### src/rtl/core/kmp_pkg.sv
// ----------------------------------------------------------------------------
// kmp_pkg
// Shared constants and types of the streaming pattern matcher.
// ----------------------------------------------------------------------------
`default_nettype none

package kmp_pkg;

   localparam int PATTERN_MAX   = 16;
   localparam int BYTE_BITS     = 8;
   localparam int LEN_BITS      = 5;
   localparam int IDX_BITS      = $clog2(PATTERN_MAX);
   localparam int POSITION_BITS = 32;
   localparam int START_BITS    = 32;
   localparam int CSR_DATA_BITS = 64;
   localparam int CSR_ADDR_BITS = 5;
   localparam int REG_SEL_LSB   = 3;

   // register select codes, taken from paddr[4:3]
   localparam logic [1:0] REG_PATTERN_LOW    = 2'd0;
   localparam logic [1:0] REG_PATTERN_HIGH   = 2'd1;
   localparam logic [1:0] REG_PATTERN_LENGTH = 2'd2;

   typedef struct packed {
      logic [PATTERN_MAX-1:0][BYTE_BITS-1:0] pattern;
      logic [LEN_BITS-1:0]                   length;
      logic                                  clear;
   } cfg_type;

endpackage : kmp_pkg

`default_nettype wire

### src/rtl/core/kmp_cell.sv
// ----------------------------------------------------------------------------
// kmp_cell
// One stage of the comparator chain: remembers whether the text seen so far
// ends in the pattern prefix that closes at this cell's byte.
// ----------------------------------------------------------------------------
`default_nettype none

module kmp_cell (
   input  wire logic                          clock,
   input  wire logic                          reset,
   input  wire logic                          advance,
   input  wire logic                          clear,
   input  wire logic [kmp_pkg::BYTE_BITS-1:0] text_byte,
   input  wire logic [kmp_pkg::BYTE_BITS-1:0] pattern_byte,
   input  wire logic                          link_in,
   output logic                               hit,
   output logic                               match_out
);

   logic match_ff;
   logic match_in;

   // prefix up to the left neighbor matched and this byte extends it
   assign hit = link_in & (text_byte == pattern_byte);

   always_comb begin
      match_in = match_ff;
      if (clear) begin
         match_in = 1'b0;
      end else if (advance) begin
         match_in = hit;
      end
   end

   always_ff @(posedge clock) begin
      if (reset) begin
         match_ff <= 1'b0;
      end else begin
         match_ff <= match_in;
      end
   end

   assign match_out = match_ff;

endmodule : kmp_cell

`default_nettype wire

### src/rtl/core/kmp_csr.sv
// ----------------------------------------------------------------------------
// kmp_csr
// Register file holding the pattern bytes and pattern length.
// ----------------------------------------------------------------------------
`default_nettype none

module kmp_csr (
   input  wire logic                              clock,
   input  wire logic                              reset,
   input  wire logic                              psel,
   input  wire logic                              penable,
   input  wire logic                              pwrite,
   input  wire logic [kmp_pkg::CSR_ADDR_BITS-1:0] paddr,
   input  wire logic [kmp_pkg::CSR_DATA_BITS-1:0] pwdata,
   output logic      [kmp_pkg::CSR_DATA_BITS-1:0] prdata,
   output logic                                   pready,
   output kmp_pkg::cfg_type                       cfg
);

   logic [kmp_pkg::CSR_DATA_BITS-1:0] pat_low_ff,  pat_low_in;
   logic [kmp_pkg::CSR_DATA_BITS-1:0] pat_high_ff, pat_high_in;
   logic [kmp_pkg::LEN_BITS-1:0]      len_ff,      len_in;
   logic [1:0]                        reg_sel;
   logic                              wr_en;
   logic                              wr_hit;

   assign reg_sel = paddr[kmp_pkg::CSR_ADDR_BITS-1:kmp_pkg::REG_SEL_LSB];
   assign pready  = 1'b1;
   assign wr_en   = psel & penable & pwrite & pready;

   always_comb begin
      pat_low_in  = pat_low_ff;
      pat_high_in = pat_high_ff;
      len_in      = len_ff;
      wr_hit      = 1'b0;
      prdata      = '0;
      unique case (reg_sel)
         kmp_pkg::REG_PATTERN_LOW: begin
            prdata = pat_low_ff;
            wr_hit = wr_en;
            if (wr_en) pat_low_in = pwdata;
         end
         kmp_pkg::REG_PATTERN_HIGH: begin
            prdata = pat_high_ff;
            wr_hit = wr_en;
            if (wr_en) pat_high_in = pwdata;
         end
         kmp_pkg::REG_PATTERN_LENGTH: begin
            prdata = kmp_pkg::CSR_DATA_BITS'(len_ff);
            wr_hit = wr_en;
            if (wr_en) len_in = pwdata[kmp_pkg::LEN_BITS-1:0];
         end
         default: begin
            prdata = '0;
         end
      endcase
   end

   always_ff @(posedge clock) begin
      if (reset) begin
         pat_low_ff  <= '0;
         pat_high_ff <= '0;
         len_ff      <= kmp_pkg::LEN_BITS'(1);
      end else begin
         pat_low_ff  <= pat_low_in;
         pat_high_ff <= pat_high_in;
         len_ff      <= len_in;
      end
   end

   // clamp length into 1..PATTERN_MAX
   always_comb begin
      cfg.pattern = {pat_high_ff, pat_low_ff};
      cfg.clear   = wr_hit;
      if (len_ff == '0) begin
         cfg.length = kmp_pkg::LEN_BITS'(1);
      end else if (len_ff > kmp_pkg::LEN_BITS'(kmp_pkg::PATTERN_MAX)) begin
         cfg.length = kmp_pkg::LEN_BITS'(kmp_pkg::PATTERN_MAX);
      end else begin
         cfg.length = len_ff;
      end
   end

endmodule : kmp_csr

`default_nettype wire

### src/rtl/core/kmp_stream_matcher_top.sv
// ----------------------------------------------------------------------------
// kmp_stream_matcher_top
// Streaming matcher of a configurable pattern of up to 16 bytes.
// ----------------------------------------------------------------------------
// The block takes one text byte per clock cycle unless req_stall is set and
// returns one result per byte through a result register; a new byte is
// accepted in the same cycle that the waiting result is taken. The rate is
// set by a row of 16 comparator cells, one per pattern byte, each of which
// compares the incoming byte and hands its prefix-match flag to the next
// cell on every accepted byte, so every occurrence (overlapping ones too)
// is found without a failure-table walk. A result carries match_found and,
// on a match, the 32-bit text position of the occurrence's first byte
// (zero otherwise). Writing any pattern register clears the partial match;
// the text position is kept until a byte with start_of_text arrives.
`default_nettype none

module kmp_stream_matcher_top (
   input  wire logic                                  clock,
   input  wire logic                                  reset,
   input  wire logic                                  req_valid,
   output logic                                       req_stall,
   input  wire logic [kmp_pkg::BYTE_BITS-1:0]         req_text_byte,
   input  wire logic                                  req_start_of_text,
   output logic                                       rsp_valid,
   input  wire logic                                  rsp_stall,
   output logic                                       rsp_match_found,
   output logic      [kmp_pkg::START_BITS-1:0]        rsp_match_start,
   input  wire logic                                  psel,
   input  wire logic                                  penable,
   input  wire logic                                  pwrite,
   input  wire logic [kmp_pkg::CSR_ADDR_BITS-1:0]     paddr,
   input  wire logic [kmp_pkg::CSR_DATA_BITS-1:0]     pwdata,
   output logic      [kmp_pkg::CSR_DATA_BITS-1:0]     prdata,
   output logic                                       pready
);

   kmp_pkg::cfg_type cfg;

   logic                                 accept;
   logic [kmp_pkg::PATTERN_MAX-1:0]      hit;
   logic [kmp_pkg::PATTERN_MAX-1:0]      link;
   logic [kmp_pkg::PATTERN_MAX-1:0]      match_q;
   logic [kmp_pkg::LEN_BITS-1:0]         len_m1;
   logic                                 found;
   logic [kmp_pkg::POSITION_BITS-1:0]    pos_ff, pos_in, cur_pos;
   logic [kmp_pkg::POSITION_BITS-1:0]    start_pos;
   logic                                 rsp_valid_ff, rsp_valid_in;
   logic                                 found_ff, found_in;
   logic [kmp_pkg::START_BITS-1:0]       start_ff, start_in;

   kmp_csr u_csr (
      .clock   (clock),
      .reset   (reset),
      .psel    (psel),
      .penable (penable),
      .pwrite  (pwrite),
      .paddr   (paddr),
      .pwdata  (pwdata),
      .prdata  (prdata),
      .pready  (pready),
      .cfg     (cfg)
   );

   assign req_stall = rsp_valid_ff & rsp_stall;
   assign accept    = req_valid & ~req_stall;

   // cell 0 always starts a new prefix; a start flag drops the older ones
   assign link[0] = 1'b1;

   for (genvar j = 0; j < kmp_pkg::PATTERN_MAX; j++) begin : g_cell
      if (j > 0) begin : g_link
         assign link[j] = match_q[j-1] & ~req_start_of_text;
      end
      kmp_cell u_cell (
         .clock        (clock),
         .reset        (reset),
         .advance      (accept),
         .clear        (cfg.clear),
         .text_byte    (req_text_byte),
         .pattern_byte (cfg.pattern[j]),
         .link_in      (link[j]),
         .hit          (hit[j]),
         .match_out    (match_q[j])
      );
   end

   assign len_m1    = cfg.length - kmp_pkg::LEN_BITS'(1);
   assign found     = hit[len_m1[kmp_pkg::IDX_BITS-1:0]];
   assign cur_pos   = req_start_of_text ? '0 : pos_ff;
   assign start_pos = cur_pos + kmp_pkg::POSITION_BITS'(1)
                      - kmp_pkg::POSITION_BITS'(cfg.length);

   always_comb begin
      pos_in       = pos_ff;
      rsp_valid_in = rsp_valid_ff;
      found_in     = found_ff;
      start_in     = start_ff;
      if (accept) begin
         pos_in       = cur_pos + kmp_pkg::POSITION_BITS'(1);
         rsp_valid_in = 1'b1;
         found_in     = found;
         start_in     = found ? kmp_pkg::START_BITS'(start_pos) : '0;
      end else if (!rsp_stall) begin
         rsp_valid_in = 1'b0;
      end
   end

   always_ff @(posedge clock) begin
      if (reset) begin
         pos_ff       <= '0;
         rsp_valid_ff <= 1'b0;
      end else begin
         pos_ff       <= pos_in;
         rsp_valid_ff <= rsp_valid_in;
      end
   end

   always_ff @(posedge clock) begin
      found_ff <= found_in;
      start_ff <= start_in;
   end

   assign rsp_valid       = rsp_valid_ff;
   assign rsp_match_found = found_ff;
   assign rsp_match_start = start_ff;

endmodule : kmp_stream_matcher_top

`default_nettype wire

### config.mk
export PLATFORM = sky130hd
export DESIGN_NAME = kmp_stream_matcher_top
export DESIGN_NICKNAME = d
export VERILOG_FILES = /design/src/rtl/core/kmp_pkg.sv /design/src/rtl/core/kmp_cell.sv /design/src/rtl/core/kmp_csr.sv /design/src/rtl/core/kmp_stream_matcher_top.sv
export SDC_FILE = /design/constraint.sdc
export NUM_CORES = 1
export LEC_CHECK = 0
export ABC_AREA = 0
export CORE_MARGIN = 2
export CORE_UTILIZATION = 30
export CTS_BUF_LIST = sky130_fd_sc_hd__clkbuf_4 sky130_fd_sc_hd__clkbuf_8 sky130_fd_sc_hd__clkbuf_16
export CTS_CLUSTER_DIAMETER = 50
export CTS_CLUSTER_SIZE = 14
export DETAILED_ROUTE_END_ITERATION = 6
export DONT_BUFFER_PORTS = 1
export GPL_ROUTABILITY_DRIVEN = 0
export HOLD_SLACK_MARGIN = 0.15
export SLEW_MARGIN = 20
export SYNTH_ARGS = -nofsm -noshare
export SYNTH_HDL_FRONTEND = slang
export SYNTH_SLANG_ARGS = --single-unit
### constraint.sdc
create_clock -name clock -period 4.2 [get_ports clock]
set_input_delay 0.21 -clock clock [delete_from_list [all_inputs] [get_ports clock]]
set_output_delay 0.21 -clock clock [all_outputs]
set_load 0.02 [all_outputs]
* Word-level counts from Yosys, hierarchy flattened
Index checks and enable logic that the tools add are counted.
** Word-level totals
- Bits in registers :: 214
- Output and inout bits :: 100
** Cells by class
- Bitwise logic cells :: 36
- Add/subtract/negate cells :: 3
- Reductions and logical operators :: 7
- Order comparisons :: 2
- Equality and inequality tests :: 19
- Mux-type cells :: 9
** Operators with widths (number)
- case mux 64 bit (3 select lines) :: 1
- == test 8 bit :: 16
- AND 1 bit :: 34
- adder 32 x 1 -> 32 bit, second input constant :: 1
- 2-to-1 mux 32 bit :: 1
- subtractor 32 x 5 -> 32 bit :: 1
- 2-to-1 mux 5 bit :: 2
- AND reduction 2 bit :: 3
- greater-than comparator 5 bit, second input constant :: 1
- zero test 5 bit :: 1
- less-than comparator 4 x 5 -> 1 bit, second input constant :: 1
- binary-select mux 1 bit (select 4 bit) :: 1
- 2-to-1 mux 1 bit :: 4
- subtractor 4 x 1 -> 4 bit, second input constant :: 1
- OR reduction 3 bit :: 1
- == test 2 x 1 -> 1 bit, second input constant :: 1
- == test 2 bit, second input constant :: 1
- zero test 2 bit :: 1
- inequality test 2 x 1 -> 1 bit, second input constant :: 1
- inverter 1 bit :: 2
- OR reduction 2 bit :: 1

* Longest topological paths before layout
Gate-level depths: netlist of run 1.
- Word-level depth :: 6
- Gate-level depth with buffers :: 20

* Hierarchy
Synthesis of run 1 repeated with hierarchy kept, for this count alone.
** Second synthesis, totals
- Cells, all modules :: 1447
- Area total of the unflattened synthesis :: 13146.4 um^2
** By module, submodules not included
- kmp_csr :: cells an instance 667, times used 1, area each 6501.2 um^2, sequential area each 2662.6 um^2
- kmp_stream_matcher_top :: cells an instance 492, times used 1, area each 4182.8 um^2, sequential area each 1651.6 um^2
- kmp_cell :: cells an instance 18, times used 16, area each 153.9 um^2, sequential area each 20.0 um^2

* Worst setup path before layout of run 1
OpenSTA, ideal clock, no wires.
- Path kind :: input -> register
- From :: input port req_start_of_text
- To :: register start_ff (netlist bit rsp_match_start[28]), data pin
- Buffers on the path :: 6
- Arrival time :: 4.426 ns
- Library setup time :: 0.147 ns
- Slack :: -0.373 ns
- Cell stages on the path :: 20
- Cells stage by stage :: clkbuf_1 clkbuf_1 clkbuf_1 clkbuf_1 clkbuf_1 nor2b_1 ha_1 and3_1 buf_2 xnor2_1 nor2_1 ha_1 o21a_1 o31a_1 nor2_1 o2111ai_1 nor2_1 nand2_1 or4_1 a21oi_1
** Between the ends
- Cells in the longest elaborated chain, start to end :: 5
- Elaborated cells on any way between the ends :: 36
- Those cells by class :: 2 x add/sub; 3 x mux; 31 x bitwise
** Ends and longest elaborated chain
- start: declaration :: line kmp_stream_matcher_top.sv:23 : input wire logic req_start_of_text,
- branches (longest 5 deep; another with adder 32 x 1 -> 32 bit)
- end signal: assignment :: line kmp_stream_matcher_top.sv:120 : start_ff <= start_in;
- end: declaration :: line kmp_stream_matcher_top.sv:49 : logic [kmp_pkg::START_BITS-1:0] start_ff, start_in;
Several ways; the timed one is not identified. The select of a mux whose other input is x is not followed.
A chain may end at the register's enable or synchronous reset.

* Worst setup path in the final report of run 1
- From :: input port req_start_of_text
- To :: register start_ff (netlist bit rsp_match_start[31]), data pin
Same word-level chain as after synthesis.

==> run metrics, run 1 <==
share of the synthesized area in the top cell type=30.4%; H-tree depth=2; Mapped Cells=1518; DP HPWL=23.3 mm; die width=203 um; Final Power=5.60 mW; ranking of synthesized cells by area=dfxtp_1, nand2_1, edfxtp_1, a21oi_1, xor2_1; CP Data Arrival Time=4.40 ns; CTS sink cnt=214; maxcap violations=0; RSZ-0062 raised after global routing=no; Async SR Flop Fraction=0%; Vias=10800; Placed Cells=1950; status=finished clean; HP Start=reset; Hold Path Stages=2; final hold vios=0; clk_skew=0.0383 ns; Yosys cell types=68; fin crit period=4.02 ns; DRT iter0 DRCs=650; largest net degree at the start of global routing=168; Area Overhead vs Synth=21.2%; Seq cells post-synth=214; DR vias/cell=5.14; Worst VDD drop=0.000308 V; vias in the first global route=10500; hold_ws=0.168 ns; starting density of the core=30.2%; # IOs=185; CTS buffer count=34; FILL cells=4094; syn nets=1611; sequential-to-total area share from yosys stat=38.7%; Layout Cells excl Fill=2102; Die Footprint=41400 um2; fmax=248 MHz; layout cell share with drive strength beyond 1=6.98%; Avg Inst Size Synth=7.86 um2; row cnt=73; worst skew pair latency=0.56 ns; CTS Root Cell=clkbuf_16; die height=203 um; Cell Pwr Density=387 nW/um2; core area=39500 um2; Placement Cell Area=12300 um2; Slew Limit Fails=0; DRT Pass-1 Iters=5; number of antenna violations at the first check in global routing=2; CP required=4.58 ns; pre-CTS WS=0.304 ns; Worst Setup SP=req_start_of_text; FF-to-FF Start=pos_ff[0]$_SDFFE_PP0P_; Synth top cells by count=nand2_1, a21oi_1, dfxtp_1; total gr overflow=0; Rel. slew slack=27.2%; first-pass GRT wire length=58.5 mm; Primary FF master, synth=dfxtp_1; leak pwr=5.18 nW; post-detailed-route count of antenna-violating nets=0; WL/cell=17.9 um; Routed WL=37.7 mm; yosys warns=0; setup violators final=0; Reg2Reg Depth=10; CTS max path bufs=3; worst-margin pin slew=1.08 ns; setup total negative slack=0 ns; CP Capture Type=register; Cell Area, Synth=11900 um2; Tcrit/Tclk final=95.8%; top cell type by total area after synthesis=dfxtp_1; DRC=0; Post-synth EDFFs=33; setup slack after layout=0.175 ns; worst-path maximum fanout=31; Nets=1642; critical path class=input port to register; Finished Core Util=36.7%; most common cell in the synthesized netlist=nand2_1; GRT Total Usage=17.9%; post-route cell area=14500 um2; clock slew at the register clock pins of the worst setup and hold paths=0.06 ns; Port Buffers=0; type of origin of the critical path=input port; worst hold path type=input port to register; CTS tree=done
[critical path: stages]
cell           delay, ns
dlygate4sd3_1       0.67
buf_12              0.23
nor2b_1             0.23
ha_1                0.26
nand3_2             0.17
nor4_1              0.49
mux2_2              0.44
or3_1               0.42
a211oi_2            0.28
nand2_1             0.28
or4_1               0.56
a21oi_1             0.15
[timing repair]
item                       4_1_cts  5_1_grt
gates resized for setup          0        2
hold endpoints to repair       191        0
setup endpoints to repair        0        7
setup buffers                    0        0
hold buffers                    88        0
[registers in the layout, summed over array words and instances (netlist names)]
register and count:
u_csr.pat_high_ff 64, g_cell.u_cell.match_out 15, u_csr.pat_low_ff 64, rsp_match_start 32, rsp_match_found 1, pos_ff 32, u_csr.len_ff 5, rsp_valid 1
[final cells by class]
class,instances,area (um2),share of cell area [%]
Clock inverter,26,363,2.51
Antenna cell,2,5.00,0.0346
Inverter,12,47.5,0.329
Sequential cell,214,4610,31.9
Timing Repair Buffer,106,1040,7.22
Multi-Input combinational cell,1181,6860,47.4
Tap cell,525,657,4.54
Clock buffer,36,872,6.03
[power breakdown]
group / internal [mW] / switching (mW) / leakage [nW]
sequential: 2.12 / 0.0492 / 1.80
clock: 1.83 / 1.18 / 0.593
combinational: 0.182 / 0.239 / 2.79
total: 4.13 / 1.47 / 5.18
[layout by cell type, fill, tap and decap left out, types with 18 or more instances in the layout]
master / n
dfxtp_1: 181
nand4_1: 29
buf_4: 18
nand3_1: 23
nor4_1: 23
nor3_1: 22
o21ai_0: 25
dlygate4sd3_1: 86
nor2_1: 149
nand2_1: 339
xnor2_1: 63
a21oi_1: 188
clkbuf_16: 34
mux2i_1: 72
edfxtp_1: 33
xor2_1: 93
[per-layer routing]
metal / global-route usage, % / vias up / part of all wire, % / wire, um
met5: 0 / - / 0 / 0
met4: 5.97 / 0 / 2.4 / 898
met3: 4.25 / 65 / 7.2 / 2720
met2: 30.5 / 360 / 48 / 18000
met1: 22.2 / 5132 / 43 / 16100
li1: - / 5255 / - / -
[kinds of logic (layout without fill, tap and decap cells)]
logic type,Yosys count,in the layout,share of synthesized area [%]
buffers and inverters,123,180,4.22
muxes,77,77,6.61
and+or+nand+nor,667,667,25.0
adders and majority gates,8,8,0.902
AOI/OAI and AO/OA,272,272,13.1
other,1,3,0.0314
xor gates and xnor gates,156,156,11.5
DFF,214,214,38.7
[path summary, 6_finish.rpt]
path                                        endpoint  slack, ns
max                rsp_match_start[31]$_SDFFCE_PN0P_       0.18
min                u_csr.pat_low_ff[31]$_SDFFE_PP0P_       0.17
max reg2reg        rsp_match_start[31]$_SDFFCE_PN0P_       0.30
min reg2reg  g_cell[5].u_cell.match_out$_SDFFE_PP0P_       0.46
Power figures use the tool's default switching activity.
==> run 2: changes to the inputs <==
--- a/config.mk
+++ b/config.mk
@@ -8,3 +8,2 @@
 export ABC_AREA = 0
-export CORE_MARGIN = 2
 export CORE_UTILIZATION = 30
==> constraint.sdc (replaced) <==
create_clock -name clock -period 4.2 [get_ports clock]
set_input_delay 0.42 -clock clock [delete_from_list [all_inputs] [get_ports clock]]
set_output_delay 0.42 -clock clock [all_outputs]
set_load 0.02 [all_outputs]
==> run metrics, run 2 (synthesis results as in run 1) <==
number of antenna violations at the first check in global routing=1 (-1); met1 Use GR=22.1% (-0.083 points); post-detailed-route count of antenna-violating nets=0 (unchanged); H-tree depth=1 (-1); layout cell share with drive strength beyond 1=7.26% (+0.27 points); GRT Max-Usage Layer=met2; Cell Pwr Density=373 nW/um2 (-3.7%); setup total negative slack=0 ns (unchanged); FILL cells=4007 (-2.1%); fin crit period=3.87 ns (-0.153 ns); # IOs=185 (unchanged); Endpoint, Worst Hold=pos_ff[6]$_SDFFE_PP0P_; die height=201 um (-0.98%); Area Overhead vs Synth=18.9%; setup violators final=0 (unchanged); DR vias/cell=5.12 (-0.39%); HP Start=req_start_of_text; pre-CTS WS=0.288 ns (-0.0159 ns); met2 Usage GRT=29.6% (-0.95 points); critical path class=register to register; RR Endpoint=rsp_match_start[27]$_SDFFCE_PN0P_; CTS buffer count=31 (-8.8%); Die Footprint=40600 um2 (-2.0%); worst-path maximum fanout=17 (-45%); CP Cell Sequence=nor2b_1 > ha_2 > nand3_4 > or3_1 > buf_4 > o31ai_2 > a21oi_2 > nor4_4 > nand4bb_4 > or4_1 > a21oi_1; clock slew at the register clock pins of the worst setup and hold paths=0.06 ns (about the same); Port Buffers=0 (unchanged); leak pwr=5.08 nW (-1.9%); CP Data Arrival Time=4.28 ns (-0.12 ns); CP required=4.61 ns (+0.03 ns); most frequent cells in the layout=nand2_1, a21oi_1, dfxtp_1, nor2_1, xor2_1; type of origin of the critical path=register; fmax=258 MHz (+3.9%); starting density of the core=30.7% (+0.42 points); CTS max path bufs=3 (unchanged); core area=38900 um2 (-1.4%); RSZ-0062 raised after global routing=no; setup slack after layout=0.328 ns (+0.153 ns); maxcap violations=0 (unchanged); worst skew pair latency=0.60 ns (+0.04 ns); DP HPWL=23.4 mm (+0.54%); worst-margin pin slew=1.15 ns (+0.0724 ns); multi-input logic area=6880 um2 (+0.35%); CTS sink cnt=214 (unchanged); CTS tree=done; WL/cell=17.5 um (-2.5%); Reg2Reg Depth=11 (+1); post-route cell area=14200 um2 (-1.9%); DRT iter0 DRCs=660 (+1.5%); met3 Track Usage GR=4.39% (+0.14 points); total gr overflow=0 (unchanged); biggest registers after layout=u_csr.pat_high_ff x64, u_csr.pat_low_ff x64; Nets=1625 (-1.0%); row cnt=72 (-1.4%); clk_skew=0.0464 ns (+0.00810 ns); largest net degree at the start of global routing=167 (-0.60%); Routed WL=36.3 mm (-3.7%); die width=201 um (-0.98%); GRT Total Usage=17.5% (-0.46 points); Vias=10600 (-1.6%); vias in the first global route=10300 (-1.7%); slowest CP cell=or4_1; FF-to-FF Start=pos_ff[0]$_SDFFE_PP0P_; DRC=0 (unchanged); Finished Core Util=36.4% (-0.21 points); final hold vios=0 (unchanged); status=finished clean; Rel. slew slack=22.3% (-4.9 points); Hold Path Stages=3 (+1); DRT Pass-1 Iters=6 (+1); register area=4610 um2 (unchanged); Worst R2R Setup Slack=0.33 ns (+0.03 ns); hold_ws=0.184 ns (+0.0162 ns); Slew Limit Fails=0 (unchanged); Worst VDD drop=0.000379 V (+23%); CP Capture Type=register; most common cell after layout, fill and taps aside=nand2_1; Placement Cell Area=12400 um2 (+0.53%); max incr delay on CP=0.56 ns (-0.11 ns); first-pass GRT wire length=57.2 mm (-2.1%); Tcrit/Tclk final=92.2% (-3.6 points); worst hold path type=input port to register; CTS Root Cell=clkbuf_16
[run 2: changes by cell type in the layout (fill, tap and decap cells not counted), moves of 3 or more]
cell,previous run,this run
inv_6,5,2
dlygate4sd3_1,86,67
clkbuf_16,34,31
buf_4,18,24
[run 2: worst max-delay path by stage]
stage | from | to | cells past startpoint
after floorplan | req_start_of_text | rsp_match_start[30]$_SDFFCE_PN0P_ | 16
after global placement | pos_ff[0]$_SDFFE_PP0P_ | rsp_match_start[31]$_SDFFCE_PN0P_ | 11
after detailed placement | pos_ff[0]$_SDFFE_PP0P_ | rsp_match_start[27]$_SDFFCE_PN0P_ | 11
after CTS | pos_ff[0]$_SDFFE_PP0P_ | rsp_match_start[27]$_SDFFCE_PN0P_ | 11
after global routing | pos_ff[0]$_SDFFE_PP0P_ | rsp_match_start[27]$_SDFFCE_PN0P_ | 11
final | pos_ff[0]$_SDFFE_PP0P_ | rsp_match_start[27]$_SDFFCE_PN0P_ | 11
[run 2: final cells by class]
type                       instances  share of cell area (%)
clock buffer                      35                    5.81
inverter                          12                   0.318
multi-input combinational       1181                    48.5
antenna                            2                  0.0353
sequential                       214                    32.5
timing repair buffer              92                    6.19
clock inverter                    23                    1.99
tap                              518                    4.57
[run 2: worst max-delay path: cells and delay by family (launching register included)]
kind	cells	cell delay, ns
AO/OA/AOI/OAI	3	0.56
flip-flops	1	0.44
buffers and inverters	1	0.23
AND/OR/NAND/NOR	6	2.20
adder cells (fa/ha/maj)	1	0.29
[run 2: what timing repair did]
item	CTS	global route
endpoints found under the hold margin	167	0
endpoints found under the setup margin	0	5
gates resized for setup	0	1
setup buffers	0	0
hold buffers	68	0
[run 2: power breakdown]
group	switching, mW	internal [mW]	leakage (nW)
clock network	1.13	1.59	0.536
registers	0.0495	2.12	1.80
logic	0.227	0.176	2.75
total	1.40	3.89	5.08
[run 2: layer usage]
layer	share of wire, %	vias up
met3	7.2	59
li1	-	5221
met4	2.2	0
met2	47	333
met5	0	-
met1	44	5029
[run 2: stage by stage]
stage,std cells,total power [mW]
after global placement,1949,2.52
after global routing,2075,5.47
after detailed placement,1949,2.52
final,2077,5.29
after CTS,2075,5.35
after floorplan,1518,2.52
